===== src/rtl/mrr_pkg.sv =====
// Shared types, codes and the CRC-16 byte update for the Modbus RTU
// read-holding-registers master. No dependencies.
`default_nettype none

package mrr_pkg;

    // input item kinds
    localparam logic [1:0] KIND_START   = 2'd0;
    localparam logic [1:0] KIND_BYTE    = 2'd1;
    localparam logic [1:0] KIND_TIMEOUT = 2'd2;

    // result item kinds
    localparam logic [1:0] OUT_TX     = 2'd0;
    localparam logic [1:0] OUT_WORD   = 2'd1;
    localparam logic [1:0] OUT_STATUS = 2'd2;

    // final status codes
    localparam logic [2:0] ST_OK          = 3'd0;
    localparam logic [2:0] ST_TIMEOUT     = 3'd1;
    localparam logic [2:0] ST_BAD_REQUEST = 3'd2;
    localparam logic [2:0] ST_BYTE_COUNT  = 3'd3;
    localparam logic [2:0] ST_CRC         = 3'd4;
    localparam logic [2:0] ST_SLAVE       = 3'd5;
    localparam logic [2:0] ST_FUNCTION    = 3'd6;
    localparam logic [2:0] ST_EXCEPTION   = 3'd7;

    localparam logic [7:0]  FN_READ     = 8'h03;
    localparam logic [7:0]  SLAVE_MAX   = 8'd247;
    localparam logic [7:0]  COUNT_LIMIT = 8'd250;
    localparam logic [15:0] CRC_INIT    = 16'hFFFF;
    localparam logic [15:0] CRC_POLY    = 16'hA001;

    // command queue between front and back
    localparam int Q_DEPTH = 4;
    localparam int Q_AW    = 2;

    typedef enum logic [1:0] {
        PH_IDLE,
        PH_HEADER,
        PH_TAIL
    } phase_t;

    typedef enum logic [1:0] {
        CMD_REQ,
        CMD_WORD,
        CMD_STATUS
    } cmd_op_t;

    typedef struct packed {
        logic [1:0]  kind;
        logic [7:0]  slave_id;
        logic [15:0] start_address;
        logic [15:0] register_count;
        logic [7:0]  rx_byte;
    } in_item_t;

    typedef struct packed {
        logic [1:0]  out_kind;
        logic [7:0]  tx_byte;
        logic [6:0]  reg_index;
        logic [15:0] reg_value;
        logic [2:0]  status;
        logic [7:0]  exception_code;
        logic        last;
    } out_item_t;

    // word carries the start address or the register value,
    // index carries the register count or the word index
    typedef struct packed {
        cmd_op_t     op;
        logic [7:0]  slave_id;
        logic [15:0] word;
        logic [6:0]  index;
        logic [2:0]  status;
        logic [7:0]  exc;
    } cmd_t;

    function automatic logic [15:0] crc_byte(input logic [15:0] crc, input logic [7:0] b);
        logic [15:0] c;
        c = crc ^ {8'h00, b};
        for (int i = 0; i < 8; i++) begin
            c = c[0] ? ((c >> 1) ^ CRC_POLY) : (c >> 1);
        end
        return c;
    endfunction

endpackage

`default_nettype wire


===== src/rtl/modbus_rtu_read_registers_master.sv =====
// Top level of the Modbus RTU read-holding-registers master: parser front,
// command queue and result sequencer. Depends on mrr_pkg, mrr_front, mrr_queue, mrr_back.
//
//  channel  | direction | handshake            | payload
//  ---------+-----------+----------------------+---------------------
//  in       | input     | in_valid / in_ready   | mrr_pkg::in_item_t
//  out      | output    | out_valid / out_ready | mrr_pkg::out_item_t
//
// in_ready drops only while the command queue is full. Each good start emits eight
// request bytes, one per cycle unless the output stalls, from the frame sequencer,
// which sets the rate for starts; words and statuses give one item each. Results
// leave through an output register, so the input side keeps going while a result
// waits. Reset clears the parser phase, queue and output valid.
`default_nettype none

module modbus_rtu_read_registers_master #(
    parameter int MAX_REGISTERS = 125
) (
    input  wire logic               clk,
    input  wire logic               rst_n,
    input  wire logic               in_valid,
    output logic                    in_ready,
    input  wire mrr_pkg::in_item_t  in_item,
    output logic                    out_valid,
    input  wire logic               out_ready,
    output mrr_pkg::out_item_t      out_item
);

    logic          q_full;
    logic          q_push;
    mrr_pkg::cmd_t q_wdata;
    logic          q_pop;
    logic          q_valid;
    mrr_pkg::cmd_t q_rdata;

    mrr_front #(
        .MAX_REGISTERS(MAX_REGISTERS)
    ) u_front (
        .clk      (clk),
        .rst_n    (rst_n),
        .in_valid (in_valid),
        .in_ready (in_ready),
        .in_item  (in_item),
        .q_full   (q_full),
        .push     (q_push),
        .cmd      (q_wdata)
    );

    mrr_queue u_queue (
        .clk    (clk),
        .rst_n  (rst_n),
        .push   (q_push),
        .wdata  (q_wdata),
        .full   (q_full),
        .pop    (q_pop),
        .rvalid (q_valid),
        .rdata  (q_rdata)
    );

    mrr_back u_back (
        .clk       (clk),
        .rst_n     (rst_n),
        .q_valid   (q_valid),
        .q_cmd     (q_rdata),
        .pop       (q_pop),
        .out_valid (out_valid),
        .out_ready (out_ready),
        .out_item  (out_item)
    );

endmodule

`default_nettype wire


===== src/rtl/mrr_front.sv =====
// Front part: accepts input items, tracks the exchange and parses the response,
// and pushes one command per produced run into the queue. Uses mrr_pkg.
`default_nettype none

module mrr_front #(
    parameter int MAX_REGISTERS = 125
) (
    input  wire logic             clk,
    input  wire logic             rst_n,
    input  wire logic             in_valid,
    output logic                  in_ready,
    input  wire mrr_pkg::in_item_t in_item,
    input  wire logic             q_full,
    output logic                  push,
    output mrr_pkg::cmd_t         cmd
);

    mrr_pkg::phase_t phase_reg, phase_next;
    logic [7:0]  byte_pos_reg, byte_pos_next;
    logic [15:0] crc_reg, crc_next;
    logic [7:0]  exp_slave_reg, exp_slave_next;
    logic [6:0]  exp_count_reg, exp_count_next;
    logic [7:0]  resp_slave_reg, resp_slave_next;
    logic [7:0]  resp_func_reg, resp_func_next;
    logic [7:0]  resp_count_reg, resp_count_next;
    logic [7:0]  pend_reg, pend_next;
    logic [6:0]  word_idx_reg, word_idx_next;

    logic        fire;
    logic        start_bad;
    logic        is_exc;
    logic [7:0]  dlen;
    logic [8:0]  crc_lo;
    logic [8:0]  pos9;
    logic [15:0] crc_new;
    logic [15:0] rx_crc;
    logic        hdr_overflow;
    logic [2:0]  final_status;
    logic [7:0]  final_exc;

    assign in_ready = !q_full;
    assign fire     = in_valid && !q_full;

    assign start_bad = (in_item.slave_id == 8'd0) || (in_item.slave_id > mrr_pkg::SLAVE_MAX)
                    || (in_item.register_count == 16'd0)
                    || (in_item.register_count > 16'(MAX_REGISTERS));

    assign is_exc  = resp_func_reg[7];
    assign dlen    = is_exc ? 8'd0 : resp_count_reg;
    assign crc_lo  = 9'd3 + {1'b0, dlen};
    assign pos9    = {1'b0, byte_pos_reg};
    assign crc_new = mrr_pkg::crc_byte(crc_reg, in_item.rx_byte);
    assign rx_crc  = {in_item.rx_byte, pend_reg};

    // count byte of a normal header over the limit ends the exchange at once
    assign hdr_overflow = (byte_pos_reg >= 8'd2) && !is_exc
                       && (in_item.rx_byte > mrr_pkg::COUNT_LIMIT);

    always_comb
    begin
        final_exc = 8'd0;
        priority if (rx_crc != crc_reg)
        begin
            final_status = mrr_pkg::ST_CRC;
        end
        else if (resp_slave_reg != exp_slave_reg)
        begin
            final_status = mrr_pkg::ST_SLAVE;
        end
        else if (is_exc)
        begin
            if ({1'b0, resp_func_reg[6:0]} != mrr_pkg::FN_READ)
            begin
                final_status = mrr_pkg::ST_FUNCTION;
            end
            else
            begin
                final_status = mrr_pkg::ST_EXCEPTION;
                final_exc    = resp_count_reg;
            end
        end
        else if (resp_func_reg != mrr_pkg::FN_READ)
        begin
            final_status = mrr_pkg::ST_FUNCTION;
        end
        else if (resp_count_reg != {exp_count_reg, 1'b0})
        begin
            final_status = mrr_pkg::ST_BYTE_COUNT;
        end
        else
        begin
            final_status = mrr_pkg::ST_OK;
        end
    end

    // next state
    always_comb
    begin
        phase_next      = phase_reg;
        byte_pos_next   = byte_pos_reg;
        crc_next        = crc_reg;
        exp_slave_next  = exp_slave_reg;
        exp_count_next  = exp_count_reg;
        resp_slave_next = resp_slave_reg;
        resp_func_next  = resp_func_reg;
        resp_count_next = resp_count_reg;
        pend_next       = pend_reg;
        word_idx_next   = word_idx_reg;
        if (fire)
        begin
            unique case (in_item.kind)
                mrr_pkg::KIND_START:
                begin
                    if (start_bad)
                    begin
                        phase_next = mrr_pkg::PH_IDLE;
                    end
                    else
                    begin
                        phase_next      = mrr_pkg::PH_HEADER;
                        exp_slave_next  = in_item.slave_id;
                        exp_count_next  = in_item.register_count[6:0];
                        byte_pos_next   = 8'd0;
                        crc_next        = mrr_pkg::CRC_INIT;
                        resp_slave_next = 8'd0;
                        resp_func_next  = 8'd0;
                        resp_count_next = 8'd0;
                        pend_next       = 8'd0;
                        word_idx_next   = 7'd0;
                    end
                end
                mrr_pkg::KIND_TIMEOUT:
                begin
                    phase_next = mrr_pkg::PH_IDLE;
                end
                mrr_pkg::KIND_BYTE:
                begin
                    unique case (phase_reg)
                        mrr_pkg::PH_HEADER:
                        begin
                            crc_next      = crc_new;
                            byte_pos_next = byte_pos_reg + 8'd1;
                            priority if (byte_pos_reg == 8'd0)
                            begin
                                resp_slave_next = in_item.rx_byte;
                            end
                            else if (byte_pos_reg == 8'd1)
                            begin
                                resp_func_next = in_item.rx_byte;
                            end
                            else
                            begin
                                resp_count_next = in_item.rx_byte;
                            end
                            if (byte_pos_reg >= 8'd2)
                            begin
                                phase_next = hdr_overflow ? mrr_pkg::PH_IDLE : mrr_pkg::PH_TAIL;
                            end
                        end
                        mrr_pkg::PH_TAIL:
                        begin
                            byte_pos_next = byte_pos_reg + 8'd1;
                            priority if (pos9 < crc_lo)
                            begin
                                crc_next = crc_new;
                                // odd position holds the high byte of a word
                                if (byte_pos_reg[0])
                                begin
                                    pend_next = in_item.rx_byte;
                                end
                                else
                                begin
                                    word_idx_next = word_idx_reg + 7'd1;
                                end
                            end
                            else if (pos9 == crc_lo)
                            begin
                                pend_next = in_item.rx_byte;
                            end
                            else
                            begin
                                phase_next = mrr_pkg::PH_IDLE;
                            end
                        end
                        default:
                        begin
                        end
                    endcase
                end
                default:
                begin
                end
            endcase
        end
    end

    // outputs
    always_comb
    begin
        push   = 1'b0;
        cmd    = '0;
        cmd.op = mrr_pkg::CMD_STATUS;
        if (fire)
        begin
            unique case (in_item.kind)
                mrr_pkg::KIND_START:
                begin
                    push = 1'b1;
                    if (start_bad)
                    begin
                        cmd.status = mrr_pkg::ST_BAD_REQUEST;
                    end
                    else
                    begin
                        cmd.op       = mrr_pkg::CMD_REQ;
                        cmd.slave_id = in_item.slave_id;
                        cmd.word     = in_item.start_address;
                        cmd.index    = in_item.register_count[6:0];
                    end
                end
                mrr_pkg::KIND_TIMEOUT:
                begin
                    push       = (phase_reg != mrr_pkg::PH_IDLE);
                    cmd.status = mrr_pkg::ST_TIMEOUT;
                end
                mrr_pkg::KIND_BYTE:
                begin
                    unique case (phase_reg)
                        mrr_pkg::PH_HEADER:
                        begin
                            push       = hdr_overflow;
                            cmd.status = mrr_pkg::ST_BYTE_COUNT;
                        end
                        mrr_pkg::PH_TAIL:
                        begin
                            priority if (pos9 < crc_lo)
                            begin
                                if (!byte_pos_reg[0])
                                begin
                                    push      = 1'b1;
                                    cmd.op    = mrr_pkg::CMD_WORD;
                                    cmd.index = word_idx_reg;
                                    cmd.word  = {pend_reg, in_item.rx_byte};
                                end
                            end
                            else if (pos9 > crc_lo)
                            begin
                                push       = 1'b1;
                                cmd.status = final_status;
                                cmd.exc    = final_exc;
                            end
                            else
                            begin
                            end
                        end
                        default:
                        begin
                        end
                    endcase
                end
                default:
                begin
                end
            endcase
        end
    end

    always_ff @(posedge clk or negedge rst_n)
    begin
        if (!rst_n)
        begin
            phase_reg      <= mrr_pkg::PH_IDLE;
            byte_pos_reg   <= 8'd0;
            crc_reg        <= mrr_pkg::CRC_INIT;
            exp_slave_reg  <= 8'd0;
            exp_count_reg  <= 7'd0;
            resp_slave_reg <= 8'd0;
            resp_func_reg  <= 8'd0;
            resp_count_reg <= 8'd0;
            pend_reg       <= 8'd0;
            word_idx_reg   <= 7'd0;
        end
        else
        begin
            phase_reg      <= phase_next;
            byte_pos_reg   <= byte_pos_next;
            crc_reg        <= crc_next;
            exp_slave_reg  <= exp_slave_next;
            exp_count_reg  <= exp_count_next;
            resp_slave_reg <= resp_slave_next;
            resp_func_reg  <= resp_func_next;
            resp_count_reg <= resp_count_next;
            pend_reg       <= pend_next;
            word_idx_reg   <= word_idx_next;
        end
    end

    a_tail_past_header: assert property (@(posedge clk) disable iff (!rst_n)
        phase_reg == mrr_pkg::PH_TAIL |-> byte_pos_reg >= 8'd3)
        else $error("tail phase entered before the header was complete");

endmodule

`default_nettype wire


===== src/rtl/mrr_queue.sv =====
// Short command queue that decouples the parser from the result sequencer.
// Uses mrr_pkg for the command type and depth.
`default_nettype none

module mrr_queue (
    input  wire logic          clk,
    input  wire logic          rst_n,
    input  wire logic          push,
    input  wire mrr_pkg::cmd_t wdata,
    output logic               full,
    input  wire logic          pop,
    output logic               rvalid,
    output mrr_pkg::cmd_t      rdata
);

    mrr_pkg::cmd_t          mem_reg [mrr_pkg::Q_DEPTH];
    logic [mrr_pkg::Q_AW-1:0] wr_ptr_reg, wr_ptr_next;
    logic [mrr_pkg::Q_AW-1:0] rd_ptr_reg, rd_ptr_next;
    logic [mrr_pkg::Q_AW:0]   count_reg, count_next;

    assign full   = (count_reg == (mrr_pkg::Q_AW + 1)'(mrr_pkg::Q_DEPTH));
    assign rvalid = (count_reg != '0);
    assign rdata  = mem_reg[rd_ptr_reg];

    always_comb
    begin
        wr_ptr_next = push ? wr_ptr_reg + 1'b1 : wr_ptr_reg;
        rd_ptr_next = pop ? rd_ptr_reg + 1'b1 : rd_ptr_reg;
        count_next  = count_reg;
        if (push && !pop)
        begin
            count_next = count_reg + 1'b1;
        end
        else if (pop && !push)
        begin
            count_next = count_reg - 1'b1;
        end
    end

    always_ff @(posedge clk)
    begin
        if (push)
        begin
            mem_reg[wr_ptr_reg] <= wdata;
        end
    end

    always_ff @(posedge clk or negedge rst_n)
    begin
        if (!rst_n)
        begin
            wr_ptr_reg <= '0;
            rd_ptr_reg <= '0;
            count_reg  <= '0;
        end
        else
        begin
            wr_ptr_reg <= wr_ptr_next;
            rd_ptr_reg <= rd_ptr_next;
            count_reg  <= count_next;
        end
    end

    a_no_overflow: assert property (@(posedge clk) disable iff (!rst_n)
        push |-> !full)
        else $error("command pushed into a full queue");

    a_no_underflow: assert property (@(posedge clk) disable iff (!rst_n)
        pop |-> rvalid)
        else $error("command popped from an empty queue");

    a_count_bound: assert property (@(posedge clk) disable iff (!rst_n)
        count_reg <= (mrr_pkg::Q_AW + 1)'(mrr_pkg::Q_DEPTH))
        else $error("queue fill count out of range");

endmodule

`default_nettype wire


===== src/rtl/mrr_back.sv =====
// Back part: turns queued commands into result items, serializing the request frame and
// its CRC into a registered output one byte per cycle unless it stalls. Uses mrr_pkg.
`default_nettype none

module mrr_back (
    input  wire logic          clk,
    input  wire logic          rst_n,
    input  wire logic          q_valid,
    input  wire mrr_pkg::cmd_t q_cmd,
    output logic               pop,
    output logic               out_valid,
    input  wire logic          out_ready,
    output mrr_pkg::out_item_t out_item
);

    logic [2:0]         step_reg, step_next;
    logic [15:0]        tx_crc_reg, tx_crc_next;
    logic               out_valid_reg, out_valid_next;
    mrr_pkg::out_item_t out_reg, out_next;

    mrr_pkg::out_item_t res;
    logic               can_load;
    logic               advance;
    logic [15:0]        crc_in;
    logic [15:0]        crc_upd;

    assign can_load = !out_valid_reg || out_ready;
    assign advance  = q_valid && can_load;
    assign pop      = advance && res.last;

    always_comb
    begin
        res = '0;
        unique case (q_cmd.op)
            mrr_pkg::CMD_REQ:
            begin
                res.out_kind = mrr_pkg::OUT_TX;
                res.last     = (step_reg == 3'd7);
                unique case (step_reg)
                    3'd0: res.tx_byte = q_cmd.slave_id;
                    3'd1: res.tx_byte = mrr_pkg::FN_READ;
                    3'd2: res.tx_byte = q_cmd.word[15:8];
                    3'd3: res.tx_byte = q_cmd.word[7:0];
                    3'd4: res.tx_byte = 8'h00;
                    3'd5: res.tx_byte = {1'b0, q_cmd.index};
                    3'd6: res.tx_byte = tx_crc_reg[7:0];
                    default: res.tx_byte = tx_crc_reg[15:8];
                endcase
            end
            mrr_pkg::CMD_WORD:
            begin
                res.out_kind  = mrr_pkg::OUT_WORD;
                res.reg_index = q_cmd.index;
                res.reg_value = q_cmd.word;
                res.last      = 1'b1;
            end
            default:
            begin
                res.out_kind       = mrr_pkg::OUT_STATUS;
                res.status         = q_cmd.status;
                res.exception_code = q_cmd.exc;
                res.last           = 1'b1;
            end
        endcase
    end

    assign crc_in  = (step_reg == 3'd0) ? mrr_pkg::CRC_INIT : tx_crc_reg;
    assign crc_upd = mrr_pkg::crc_byte(crc_in, res.tx_byte);

    always_comb
    begin
        step_next      = step_reg;
        tx_crc_next    = tx_crc_reg;
        out_valid_next = out_valid_reg;
        out_next       = out_reg;
        if (can_load)
        begin
            out_valid_next = q_valid;
        end
        if (advance)
        begin
            out_next  = res;
            step_next = res.last ? 3'd0 : step_reg + 3'd1;
            // fold the six header bytes into the frame CRC
            if (q_cmd.op == mrr_pkg::CMD_REQ && step_reg < 3'd6)
            begin
                tx_crc_next = crc_upd;
            end
        end
    end

    always_ff @(posedge clk or negedge rst_n)
    begin
        if (!rst_n)
        begin
            step_reg      <= 3'd0;
            out_valid_reg <= 1'b0;
        end
        else
        begin
            step_reg      <= step_next;
            out_valid_reg <= out_valid_next;
        end
    end

    always_ff @(posedge clk)
    begin
        tx_crc_reg <= tx_crc_next;
        out_reg    <= out_next;
    end

    assign out_valid = out_valid_reg;
    assign out_item  = out_reg;

    a_step_on_request: assert property (@(posedge clk) disable iff (!rst_n)
        step_reg != 3'd0 |-> q_valid && q_cmd.op == mrr_pkg::CMD_REQ)
        else $error("frame sequencer mid-request without a request at the queue head");

    a_single_ends_run: assert property (@(posedge clk) disable iff (!rst_n)
        out_valid_reg && out_reg.out_kind != mrr_pkg::OUT_TX |-> out_reg.last)
        else $error("word or status result not marked last");

endmodule

`default_nettype wire

===== config.mk =====
export PLATFORM = sky130hd
export DESIGN_NAME = modbus_rtu_read_registers_master
export DESIGN_NICKNAME = d
export VERILOG_FILES = /design/src/rtl/mrr_pkg.sv /design/src/rtl/modbus_rtu_read_registers_master.sv /design/src/rtl/mrr_front.sv /design/src/rtl/mrr_queue.sv /design/src/rtl/mrr_back.sv
export SDC_FILE = /design/constraint.sdc
export NUM_CORES = 1
export LEC_CHECK = 0
export BUFFER_PORTS_ARGS = -buffer_cell sky130_fd_sc_hd__buf_2
export CORE_AREA = 2 2 178 180
export CTS_CLUSTER_DIAMETER = 60
export DETAILED_ROUTE_END_ITERATION = 7
export DIE_AREA = 0 0 180 182
export PLACE_DENSITY = 0.7
export SLEW_MARGIN = 20
export SYNTH_ARGS = -nofsm -noshare
export SYNTH_HDL_FRONTEND = slang
export SYNTH_SLANG_ARGS = --single-unit
export TNS_END_PERCENT = 1

===== constraint.sdc =====
create_clock -name clk -period 4.1 [get_ports clk]
set_input_delay 0.41 -clock clk [delete_from_list [all_inputs] [get_ports clk]]
set_output_delay 0.41 -clock clk [all_outputs]
set_load 0.01 [all_outputs]

==> impl_metrics.env <==
export IMPL_outcome="finished, final reports clean"
export IMPL_cts_buffer_depth=3
export IMPL_num_io_pins=101
export IMPL_synthAdderAreaFrac_pct=2.78
export IMPL_clock_latency_ns=0.52
export IMPL_die_h_um=182
export IMPL_nets=1316
export IMPL_setup_slack_ns=0.273
export IMPL_path_max_fanout=4
export IMPL_timing_rr_start="u_front.resp_func_reg[7]"
export IMPL_crit_path_start_kind="flop"
export IMPL_vdd_drop_max_uv=340
export IMPL_die_w_um=180
export IMPL_drive_gt1_share_pct=23.8
export IMPL_final_util_pct=56.8
export IMPL_final_setup_viol_count=0
export IMPL_synth_compound_area_share_pct=6.68
export IMPL_cp_endpoint="u_queue.count_reg[1]"
export IMPL_finalCritPeriodShare_pct=93.3
export IMPL_cts_root_buffer="clkbuf_16"
export IMPL_fillers=2498
export IMPL_ys_warn_count=0
export IMPL_reg2regPathDepth=16
export IMPL_final_area_um2=17600
export IMPL_reg2reg_slack_ns=0.27
export IMPL_design_core_area_um2=31000
export IMPL_dieArea_um2=32800
export IMPL_rows=65
export IMPL_synth_seq_cells=328
export IMPL_synthArstFlopShare_pct=27.7
export IMPL_wl_um=33800
export IMPL_ys_flop_type="edfxtp_1"
export IMPL_hp_start="out_ready"
export IMPL_cts_tree="built"
export IMPL_reg2reg_to="u_queue.count_reg[1]"
export IMPL_tns_ns=0
export IMPL_cp_required_ns=4.49
export IMPL_grt_usage_pct=20.9
export IMPL_grt_pass1_wl_um=53400
export IMPL_maxSlewViolCount=0
export IMPL_first_global_vias=9225
export IMPL_worstSetupStartpoint="u_front.resp_func_reg[7]"
export IMPL_hp_class="input pin to flop"
export IMPL_min_period_ns=3.83
export IMPL_vias=9384
export IMPL_p_per_area_nw_per_um2=624
export IMPL_dp_cells=1589
export IMPL_p_leak_nw=6.84
export IMPL_synth_top_family_by_area="simple AND/OR/NAND/NOR gates"
export IMPL_diodes=0
export IMPL_synth_cells=1097
export IMPL_netlist_top_cells_count="edfxtp_1, nor2_1, dfrtp_1"
export IMPL_worst_pin_slew_ns=0.783
export IMPL_drt_iter0_drc=622
export IMPL_gr_total_overflow=0
export IMPL_grt_max_degree=73
export IMPL_numCtsBuffers=37
export IMPL_synth_edf_count=237
export IMPL_yosysTopAreaCellShare_pct=47.0
export IMPL_postRouteAntennaNets=0
export IMPL_cap_violations=0
export IMPL_cts_max_level=2
export IMPL_yosys_area_top_type="edfxtp_1"
export IMPL_first_pass_iters=5
export IMPL_power_mw=11.0
export IMPL_fin_cells=1656
export IMPL_synth_mux_area_share_pct=9.24
export IMPL_synthTopCellsByArea="edfxtp_1, dfrtp_1, mux4_2"
export IMPL_ys_types=70
export IMPL_placed_area_um2=16300
export IMPL_cp_arrival_ns=4.21
export IMPL_worst_setup_path_end_kind="flop"
export IMPL_syn2layout_area_growth_pct=16.1
export IMPL_clkTransAtPathRegs_ns=0.06
export IMPL_yosysMostFrequentCell="edfxtp_1"
export IMPL_ys_seq_area_share_pct=62.2
export IMPL_netlist_area_um2=15100
export IMPL_wire_per_inst_um=20.4
export IMPL_initial_core_util_pct=48.9
export IMPL_io_buffers=100
export IMPL_dp_hpwl_um=23700
export IMPL_timing_fmax_mhz=261
export IMPL_vias_per_cell=5.67
export IMPL_drcViolationCount=0
export IMPL_antenna_found_initial=0
export IMPL_critPathKind="flop to flop"
export IMPL_largest_reg_flops=176
export IMPL_timing_hold_violations_final=0
export IMPL_rsz0062_at_grt="false"
export IMPL_maxSlewHeadroom_pct=47.4
export IMPL_syn_avg_cell_area_um2=13.8
export IMPL_cts_sinks=328
export IMPL_holdWs_ns=0.149
export IMPL_final_setup_skew_ns=0.0212
export IMPL_place_gp_congestion=0.895
export IMPL_synth_nets=1184
export IMPL_place_ws_ns=0.179
export IMPL_synth_xor_area_share_pct=6.23
export IMPL_synth_simple_area_share_pct=10.8
-- placed cells by master, fill, tap and decap left out, types with 6 or more instances in the layout --
cell type | synthesis | layout
and3_1 | 11 | 11
dfstp_2 | 16 | 16
a21oi_1 | 22 | 22
nor4_1 | 17 | 16
or3_1 | 8 | 8
o2bb2ai_1 | 8 | 8
clkbuf_16 | 0 | 40
nor3_1 | 12 | 12
dfrtp_1 | 75 | 73
nor2b_1 | 8 | 8
buf_4 | 1 | 34
nand2b_1 | 14 | 13
mux4_1 | 6 | 6
and2_1 | 53 | 49
nor2_1 | 81 | 81
o22ai_1 | 10 | 10
clkinv_4 | 0 | 7
nand3_1 | 12 | 12
a21o_1 | 15 | 15
o21ai_0 | 32 | 32
mux2_2 | 29 | 29
a22oi_1 | 23 | 23
inv_1 | 25 | 24
xor2_1 | 50 | 50
mux4_2 | 24 | 24
xnor2_1 | 45 | 45
nand4_1 | 12 | 12
mux2i_1 | 36 | 36
ha_1 | 32 | 31
edfxtp_1 | 237 | 237
buf_2 | 5 | 99
nand2_1 | 68 | 68
a31oi_1 | 8 | 8
-- cell families after synthesis --
| family | Yosys count |
|---|---|
| mux | 96 |
| compound gates | 148 |
| fa+ha+maj | 33 |
| buf+inv | 73 |
| xor+xnor | 101 |
| flops | 328 |
| simple gates | 318 |
-- final cells by class --
class	instances	area [um^2]	share of cell area [%]
Inverter	26	97.6	0.555
Tap cell	402	503	2.86
Multi-Input combinational cell	696	5430	30.9
Clock buffer	46	1040	5.93
Sequential cell	328	9420	53.5
Timing Repair Buffer	140	888	5.05
Clock inverter	18	205	1.17
-- report_power, final --
part / switching [mW] / total (mW) / internal, mW / leakage [nW]
Clock: 1.32 / 3.33 / 2.01 / 0.607
Sequential: 0.313 / 4.46 / 4.15 / 3.36
Combinational: 1.70 / 3.18 / 1.48 / 2.87
-- metal layers --
metal / wire (um) / vias up / share of wire [%] / track usage [%]
met5: 0 / - / 0 / 0
met4: 687 / 0 / 2.0 / 5.63
met3: 2040 / 54 / 6.0 / 3.23
met2: 15700 / 302 / 46 / 32.9
met1: 15400 / 4695 / 46 / 30.5
li1: - / 4333 / - / -
-- worst min-delay path by stage --
stage / depth (start not counted) / end
2_1_floorplan: 0 / u_back.out_valid
3_3_place_gp: 2 / u_back.out_valid
3_5_place_dp: 2 / u_back.out_valid
4_1_cts: 1 / u_queue.count_reg[0]
5_1_grt: 3 / u_front.exp_count_reg[1]
6_report: 4 / u_back.out_valid
-- what timing repair did --
| item | CTS | global route |
|---|---|---|
| setup endpoints to repair | 0 | 2 |
| endpoints found under the hold margin | 0 | 20 |
| buffers inserted | 0 | 1 |
| hold buffers | 0 | 1 |
| gates resized for setup | 0 | 2 |
-- critical path, cell delays in order, from the launching register on --
cell and delay (ns):
dfrtp_1 0.40, nand2b_1 0.16, ha_2 0.21, or3_1 0.34, a21o_1 0.19, ha_1 0.29
o21a_1 0.19, o211ai_1 0.16, a21oi_1 0.08, o21a_1 0.21, o211ai_1 0.15, a21oi_1 0.08
o31a_1 0.28, ha_1 0.23, inv_1 0.07, fa_1 0.40, mux2_2 0.27
No activity file was read; power rests on OpenSTA's default activity.
